<file path="src/rtl/dcae_pkg.sv">
package dcae_pkg;

   // configuration register indexes
   localparam int CSR_IDX_W = 1;
   localparam logic [CSR_IDX_W-1:0] CSR_OPTION_BITS   = 1'b0;
   localparam logic [CSR_IDX_W-1:0] CSR_RECORD_LENGTH = 1'b1;

   // option bit positions
   localparam int OPT_STOP_NONALNUM = 0;
   localparam int OPT_STOP_SPACE    = 1;
   localparam int OPT_STOP_ZERO     = 2;
   localparam int OPT_SKIP_EOL      = 3;

   // display codes of note
   localparam logic [5:0] CODE_ZERO       = 6'd0;
   localparam logic [5:0] CODE_SPACE      = 6'o55;
   localparam logic [5:0] CODE_ALNUM_MAX  = 6'd36;

   // ascii codes of note
   localparam logic [6:0] ASCII_NUL   = 7'h00;
   localparam logic [6:0] ASCII_SPACE = 7'h20;
   localparam logic [6:0] ASCII_COLON = 7'h3a;

   // display code map
   localparam logic [6:0] DC_TABLE [64] = '{
      7'h3a, 7'h41, 7'h42, 7'h43, 7'h44, 7'h45, 7'h46, 7'h47,
      7'h48, 7'h49, 7'h4a, 7'h4b, 7'h4c, 7'h4d, 7'h4e, 7'h4f,
      7'h50, 7'h51, 7'h52, 7'h53, 7'h54, 7'h55, 7'h56, 7'h57,
      7'h58, 7'h59, 7'h5a, 7'h30, 7'h31, 7'h32, 7'h33, 7'h34,
      7'h35, 7'h36, 7'h37, 7'h38, 7'h39, 7'h2b, 7'h2d, 7'h2a,
      7'h2f, 7'h28, 7'h29, 7'h24, 7'h3d, 7'h20, 7'h2c, 7'h2e,
      7'h23, 7'h5b, 7'h5d, 7'h25, 7'h22, 7'h5f, 7'h21, 7'h26,
      7'h27, 7'h3f, 7'h3c, 7'h3e, 7'h40, 7'h5c, 7'h5e, 7'h3b
   };

   typedef struct packed {
      logic [6:0] ascii;
      logic       record_end;
   } beat_type;

   localparam beat_type TERM_BEAT  = '{ascii: ASCII_NUL,   record_end: 1'b1};
   localparam beat_type SPACE_BEAT = '{ascii: ASCII_SPACE, record_end: 1'b0};
   localparam beat_type NULL_BEAT  = '{ascii: ASCII_NUL,   record_end: 1'b0};

   // results of one item: a run of colons, then up to two tail beats
   typedef struct packed {
      logic [3:0] colons;
      logic [1:0] tail_cnt;
      beat_type   tail0;
      beat_type   tail1;
   } desc_type;

   typedef struct packed {
      logic [3:0]  word_slot;
      logic [15:0] char_count;
      logic [3:0]  zero_run;
      logic        run_spans_next_word;
      logic        halted;
   } state_type;

endpackage

</file>
<file path="src/rtl/dcae_step.sv">
module dcae_step #(
   parameter int WORD_CHARS = 10
) (
   input  logic [5:0]           code,
   input  dcae_pkg::state_type  state,
   input  logic [3:0]           option_bits,
   input  logic [15:0]          record_length,
   output dcae_pkg::state_type  next_state,
   output dcae_pkg::desc_type   desc
);
   import dcae_pkg::*;

   localparam logic [4:0] WordChars = 5'(WORD_CHARS);

   logic [16:0] consumed;
   logic        last;
   logic        spaces_fit;
   logic [4:0]  slot_inc;
   logic        slot_end;
   logic        zero_item;
   logic        code_stop;
   logic [3:0]  run_inc;
   logic        eol;

   assign consumed   = {1'b0, state.char_count} + 17'd1;
   assign last       = consumed >= {1'b0, record_length};
   assign spaces_fit = ({1'b0, consumed} + 18'd2) < {2'b00, record_length};
   assign slot_inc   = {1'b0, state.word_slot} + 5'd1;
   assign slot_end   = slot_inc >= WordChars;
   assign zero_item  = (code == CODE_ZERO) && option_bits[OPT_SKIP_EOL];
   assign run_inc    = state.zero_run + 4'd1;
   assign code_stop  = (option_bits[OPT_STOP_NONALNUM] && (code > CODE_ALNUM_MAX)) ||
                       (option_bits[OPT_STOP_SPACE] && (code == CODE_SPACE)) ||
                       (option_bits[OPT_STOP_ZERO] && (code == CODE_ZERO));

   always_comb begin
      next_state    = state;
      desc.colons   = 4'd0;
      desc.tail_cnt = 2'd0;
      desc.tail0    = NULL_BEAT;
      desc.tail1    = NULL_BEAT;
      eol           = 1'b0;
      if (!state.halted) begin
         if (zero_item) begin
            // hold the zero until the line end is known
            next_state.zero_run = run_inc;
            eol = last;
            if (slot_end) begin
               if (state.run_spans_next_word || (run_inc > 4'd1)) begin
                  eol = 1'b1;
               end else begin
                  next_state.run_spans_next_word = 1'b1;
               end
            end
            if (eol) begin
               next_state.zero_run            = 4'd0;
               next_state.run_spans_next_word = 1'b0;
               if (spaces_fit) begin
                  desc.tail0    = SPACE_BEAT;
                  desc.tail1    = SPACE_BEAT;
                  desc.tail_cnt = 2'd2;
               end else if (last) begin
                  desc.tail0    = TERM_BEAT;
                  desc.tail_cnt = 2'd1;
               end
            end
         end else begin
            next_state.zero_run            = 4'd0;
            next_state.run_spans_next_word = 1'b0;
            if ((state.zero_run != 4'd0) && option_bits[OPT_STOP_ZERO]) begin
               // stop at the first held zero
               next_state.halted = 1'b1;
               desc.tail0        = TERM_BEAT;
               desc.tail_cnt     = 2'd1;
            end else begin
               desc.colons = state.zero_run;
               if (code_stop) begin
                  next_state.halted = 1'b1;
                  desc.tail0        = TERM_BEAT;
                  desc.tail_cnt     = 2'd1;
               end else begin
                  desc.tail0 = '{ascii: DC_TABLE[code], record_end: 1'b0};
                  if (last) begin
                     desc.tail1    = TERM_BEAT;
                     desc.tail_cnt = 2'd2;
                  end else begin
                     desc.tail_cnt = 2'd1;
                  end
               end
            end
         end
      end
      if (last) begin
         next_state = '0;
      end else begin
         next_state.char_count = consumed[15:0];
         next_state.word_slot  = slot_end ? 4'd0 : slot_inc[3:0];
      end
   end

endmodule

</file>
<file path="src/rtl/dcae_emit.sv">
module dcae_emit (
   input  logic                clock,
   input  logic                reset,
   input  logic                load,
   input  dcae_pkg::desc_type  desc,
   input  logic                rsp_stall,
   output logic                free,
   output logic                rsp_valid,
   output logic [6:0]          rsp_ascii,
   output logic                rsp_record_end
);
   import dcae_pkg::*;

   logic [3:0] colons_ff, colons_in;
   logic [1:0] tail_left_ff, tail_left_in;
   beat_type   tail0_ff, tail0_in;
   beat_type   tail1_ff, tail1_in;
   logic       last_beat;
   logic       take;

   assign rsp_valid = (colons_ff != 4'd0) || (tail_left_ff != 2'd0);
   assign last_beat = ((colons_ff == 4'd0) && (tail_left_ff == 2'd1)) ||
                      ((colons_ff == 4'd1) && (tail_left_ff == 2'd0));
   assign take      = rsp_valid && !rsp_stall;
   assign free      = !rsp_valid || (last_beat && !rsp_stall);

   assign rsp_ascii      = (colons_ff != 4'd0) ? ASCII_COLON : tail0_ff.ascii;
   assign rsp_record_end = (colons_ff != 4'd0) ? 1'b0 : tail0_ff.record_end;

   always_comb begin
      colons_in    = colons_ff;
      tail_left_in = tail_left_ff;
      tail0_in     = tail0_ff;
      tail1_in     = tail1_ff;
      if (load) begin
         colons_in    = desc.colons;
         tail_left_in = desc.tail_cnt;
         tail0_in     = desc.tail0;
         tail1_in     = desc.tail1;
      end else if (take) begin
         if (colons_ff != 4'd0) begin
            colons_in = colons_ff - 4'd1;
         end else begin
            tail0_in     = tail1_ff;
            tail_left_in = tail_left_ff - 2'd1;
         end
      end
   end

   always_ff @(posedge clock) begin
      if (reset) begin
         colons_ff    <= 4'd0;
         tail_left_ff <= 2'd0;
      end else begin
         colons_ff    <= colons_in;
         tail_left_ff <= tail_left_in;
      end
      tail0_ff <= tail0_in;
      tail1_ff <= tail1_in;
   end

endmodule

</file>
<file path="src/rtl/display_code_to_ascii_eol.sv">
// Display-code to ASCII converter with end-of-line skipping. Each accepted
// beat on req_ carries one 6-bit display code of a record; rsp_ returns the
// ASCII text, closed by a zero terminator beat with rsp_record_end high.
// csr index 0 holds the option bits (stop on non-alphanumeric, stop on space,
// stop on zero, skip end of line), index 1 the record length; write them only
// while the block is idle. The block takes one code per cycle as long as each
// code yields at most one result beat and rsp_stall stays low. A code that
// yields more than one beat (released colons, two spaces, a character plus the
// terminator) holds the output serializer until its last beat is taken,
// and the input register waits behind it; codes that yield nothing never
// wait. Throughput is set by the output serializer, one beat per unstalled cycle.
module display_code_to_ascii_eol #(
   parameter int WORD_CHARS = 10
) (
   input  logic                           clock,
   input  logic                           reset,
   input  logic                           req_valid,
   output logic                           req_stall,
   input  logic [5:0]                     req_code,
   output logic                           rsp_valid,
   input  logic                           rsp_stall,
   output logic [6:0]                     rsp_ascii,
   output logic                           rsp_record_end,
   input  logic                           csr_valid,
   output logic                           csr_ready,
   input  logic [dcae_pkg::CSR_IDX_W-1:0] csr_index,
   input  logic [15:0]                    csr_wdata
);
   import dcae_pkg::*;

   // configuration registers
   logic [3:0]  option_bits_ff, option_bits_in;
   logic [15:0] record_length_ff, record_length_in;

   // input register
   logic        in_valid_ff, in_valid_in;
   logic [5:0]  code_ff, code_in;

   // record state
   state_type   state_ff, state_in;

   desc_type    desc;
   logic        beats_zero;
   logic        free;
   logic        advance;
   logic        req_take;

   assign csr_ready = 1'b1;

   always_comb begin
      option_bits_in   = option_bits_ff;
      record_length_in = record_length_ff;
      if (csr_valid && csr_ready) begin
         case (csr_index)
            CSR_OPTION_BITS:   option_bits_in   = csr_wdata[3:0];
            CSR_RECORD_LENGTH: record_length_in = csr_wdata;
            default: ;
         endcase
      end
   end

   dcae_step #(
      .WORD_CHARS(WORD_CHARS)
   ) u_step (
      .code          (code_ff),
      .state         (state_ff),
      .option_bits   (option_bits_ff),
      .record_length (record_length_ff),
      .next_state    (state_in),
      .desc          (desc)
   );

   // an item with no results retires without touching the serializer
   assign beats_zero = (desc.colons == 4'd0) && (desc.tail_cnt == 2'd0);
   assign advance    = in_valid_ff && (beats_zero || free);
   assign req_stall  = in_valid_ff && !advance;
   assign req_take   = req_valid && !req_stall;

   always_comb begin
      in_valid_in = in_valid_ff;
      code_in     = code_ff;
      if (req_take) begin
         in_valid_in = 1'b1;
         code_in     = req_code;
      end else if (advance) begin
         in_valid_in = 1'b0;
      end
   end

   dcae_emit u_emit (
      .clock          (clock),
      .reset          (reset),
      .load           (advance && !beats_zero),
      .desc           (desc),
      .rsp_stall      (rsp_stall),
      .free           (free),
      .rsp_valid      (rsp_valid),
      .rsp_ascii      (rsp_ascii),
      .rsp_record_end (rsp_record_end)
   );

   always_ff @(posedge clock) begin
      if (reset) begin
         option_bits_ff   <= 4'd0;
         record_length_ff <= 16'd1;
         in_valid_ff      <= 1'b0;
         state_ff         <= '0;
      end else begin
         option_bits_ff   <= option_bits_in;
         record_length_ff <= record_length_in;
         in_valid_ff      <= in_valid_in;
         // record state moves only when an item retires
         if (advance) begin
            state_ff <= state_in;
         end
      end
      code_ff <= code_in;
   end

endmodule

</file>
<file path="config.mk">
export PLATFORM = sky130hd
export DESIGN_NAME = display_code_to_ascii_eol
export DESIGN_NICKNAME = d
export VERILOG_FILES = /design/src/rtl/dcae_pkg.sv /design/src/rtl/dcae_step.sv /design/src/rtl/dcae_emit.sv /design/src/rtl/display_code_to_ascii_eol.sv
export SDC_FILE = /design/constraint.sdc
export NUM_CORES = 1
export LEC_CHECK = 0
export BUFFER_PORTS_ARGS = -buffer_cell sky130_fd_sc_hd__buf_4
export CAP_MARGIN = 10
export CORE_UTILIZATION = 25
export DETAILED_ROUTE_END_ITERATION = 10
export GPL_TIMING_DRIVEN = 0
export MAX_ROUTING_LAYER = met4
export PLACE_DENSITY_LB_ADDON = 0.08
export SETUP_SLACK_MARGIN = 0.05
export SYNTH_ARGS = -nofsm -noshare
export SYNTH_HDL_FRONTEND = slang
export SYNTH_SLANG_ARGS = --single-unit
</file>
<file path="constraint.sdc">
create_clock -name clock -period 6.9 [get_ports clock]
set_clock_uncertainty 0.15 [all_clocks]
set_input_delay 0.345 -clock clock [delete_from_list [all_inputs] [get_ports clock]]
set_output_delay 0.345 -clock clock [all_outputs]
set_load 0.005 [all_outputs]
</file>
==> flow_summary.ini <==
[status]
status = completed

[placed_design]
dp_slack_ps = 686
port-buffer-count = 37
place_area_mm2 = 0.00585
dp_hpwl_um = 12100
placedCellCount = 972
gp_congestion = 0.867

[synthesis]
synth_common_cells = nand2_1 (81), a21oi_1 (62), nor2_1 (59)
synth.area.top_cells = dfxtp_1 (20%), ha_1 (11%), edfxtp_1 (9.2%)
yosysTopAreaCellShare_pct = 20.3
postSynthCellCount = 665
syn_area_mm2 = 0.00524
synth_edf_count = 16
async_reset_ff_share_pct = 0
synth_top_flop_cell = dfxtp_1
synth_area_per_cell_um2 = 7.88
ys_seq_area_share_pct = 29.4
yosysUniqueCellTypes = 73
synth_nets = 741
yosysMostFrequentCell = nand2_1
synth_warnings = 0
yosys.area.top_type = dfxtp_1
synth-seq-cells = 69

[cts]
cts_tree = built
cts_sinks = 69
cts_setup_buffers = 0
ctsHoldBuffers = 0
clockBufferDepth = 2
clk_pin_slew_ps = 60
cts_buffers = 9
root_buffer = clkbuf_16
clk_latency_ps = 340
htree_num_levels = 3
cts.repair.resized = 0

[final_layout]
final_nets = 789
final_area_mm2 = 0.00614
num_antenna_cells = 0
drive_above_1_share_pct = 11.0
syn2layout_area_growth_pct = 17.3
utilization_pct = 30.2
stdcell_count = 988

[global_route]
grt_first_pass_wirelength_um = 26000
antenna_found_initial = 0
grt-ovfl-total = 0
grt_pass1_vias = 4803
grt_max_degree = 12
track_usage_pct = 15.8

[setup_path]
critPathArrivalTime_ps = 6040
worstSetupPathType = reg2reg
crit_path_end_kind = flop
crit_fanout = 10
required_ps = 6760
cp-start-kind = flop

[floorplan]
io_pins = 39
core_area_mm2 = 0.0204
initial_core_util_pct = 25.7
fp-row-count = 52
die-area_mm2 = 0.0215
die_height_um = 147
fp.dieW_um = 147

[sta]
tns_ps = 0
rsz0062_at_grt = false
min_period_ps = 6180
period_share_pct = 89.5
slew_headroom_pct = 48.0
worst_slew_pin_slew_ps = 772
max_clock_freq_mhz = 162
setup_violations = 0
setup_ws_ps = 725
final_hold_viol_count = 0
slew_viol_final = 0

[drt]
dr_wl_met3_um = 518
drc = 0
wl_um = 16000
wl_per_cell_um = 16.1
top_layer = met4
drt_iter0_markers = 298
via_per_inst = 4.88
drt_first_pass_iters = 4
ant_nets = 0
wl_met1_um = 7780
vias = 4817
wl_met2_um = 7550

[job]
cap_viol_max_count = 0

[power]
leakage_nw = 2.40
powerDensity_mw_per_mm2 = 270
peakVddDrop_v = 0.000166

[hold_path]
hp-class = in2reg
critical path: stages, from the launching register on:
cell and delay [ps]:
dfxtp_1 510, ha_1 330, nand3_2 110, buf_2 200
nor3_1 450, xnor2_1 290, nor3_1 360, nand2_1 210
nor2_1 150, xnor2_1 140, ha_1 270, a21o_1 160
a21o_1 170, a21oi_1 170, nor2_1 90, nor4b_1 560
a221oi_4 200, a211oi_2 510, clkbuf_1 440, nand2_1 350
state kept, by name, indices dropped and copies added (netlist names):
| signal | cells |
|---|---|
| u_emit.tail0_ff | 8 |
| code_ff | 6 |
| u_emit.tail1_ff | 2 |
| record_length_ff | 16 |
| u_emit.tail_left_ff | 2 |
| option_bits_ff | 4 |
| u_emit.colons_ff | 4 |
| in_valid_ff | 1 |
| state_ff | 26 |
cell usage in the layout, fill, tap and decap left out, types with 4 or more instances in the layout:
| cell | instances |
|---|---|
| nand2_1 | 81 |
| a21oi_1 | 62 |
| nor2_1 | 59 |
| dfxtp_1 | 53 |
| inv_1 | 48 |
| ha_1 | 48 |
| buf_4 | 42 |
| clkbuf_1 | 24 |
| o21ai_0 | 20 |
| nor3_1 | 19 |
| xnor2_1 | 19 |
| nand3_1 | 18 |
| edfxtp_1 | 16 |
| nand4_1 | 11 |
| or3_1 | 11 |
| xor2_1 | 10 |
| clkbuf_16 | 10 |
| o21ai_1 | 9 |
| and2_1 | 9 |
| a211oi_1 | 9 |
| nand2b_1 | 9 |
| nor2b_1 | 8 |
| nor3b_1 | 7 |
| o31ai_1 | 7 |
| a21o_1 | 6 |
| o32ai_1 | 6 |
| or4_1 | 5 |
| o211ai_1 | 5 |
| mux2i_1 | 5 |
| a31oi_1 | 4 |
| buf_2 | 4 |
area by class of cell:
| class | instances | area, um2 |
|---|---|---|
| multi-input cells | 512 | 3340 |
| repair buffers | 37 | 278 |
| clock buffers | 13 | 272 |
| well taps | 270 | 338 |
| inverters | 49 | 184 |
| fillers | 2188 | 14200 |
| flip-flops and latches | 69 | 1540 |
| clock inverters | 3 | 17.5 |
| plain buffers | 35 | 170 |
path summary, 6_finish.rpt:
check	slack, ps	cells past startpoint	start	endpoint
setup / recovery	720	19	state_ff[6]	u_emit.tail0_ff[3]
hold / removal	30	1	req_code[3]	code_ff[3]
setup reg to reg	720	19	state_ff[6]	u_emit.tail0_ff[3]
hold reg to reg	310	2	record_length_ff[5]	record_length_ff[5]
cell families (layout without fill, tap and decap cells):
family / count (synthesis) / in the layout / synth area share (%)
simple gates: 263 / 263 / 25.3
flops: 69 / 69 / 29.4
compound gates: 164 / 164 / 20.5
xor+xnor: 30 / 30 / 5.37
fa+ha+maj: 48 / 48 / 11.5
other cells: 1 / 1 / 0.0716
mux: 6 / 6 / 1.17
buf+inv: 84 / 137 / 6.76
through the flow:
| stage | hold WS [ps] | power (mW) |
|---|---|---|
| floorplan | 286 | 0.948 |
| global placement | 296 | 1.20 |
| detailed placement | 299 | 1.20 |
| CTS | 8.50 | 1.69 |
| global route | 10.6 | 1.78 |
| finish | 26.0 | 1.66 |
metal layers:
metal / GRT usage [%] / up-vias
li1: - / 2466
met1: 20.4 / 2267
met2: 25.6 / 79
met3: 3.11 / 5
met4: 3.44 / 0
met5: - / -
where the power goes:
part           total [mW]  switching [mW]  internal (mW)  leakage (nW)
logic               0.662           0.395          0.267          1.67
clock network       0.469           0.195          0.275         0.141
registers           0.526          0.0368          0.489         0.585
Note: power is estimated with default switching activity, not from simulation.
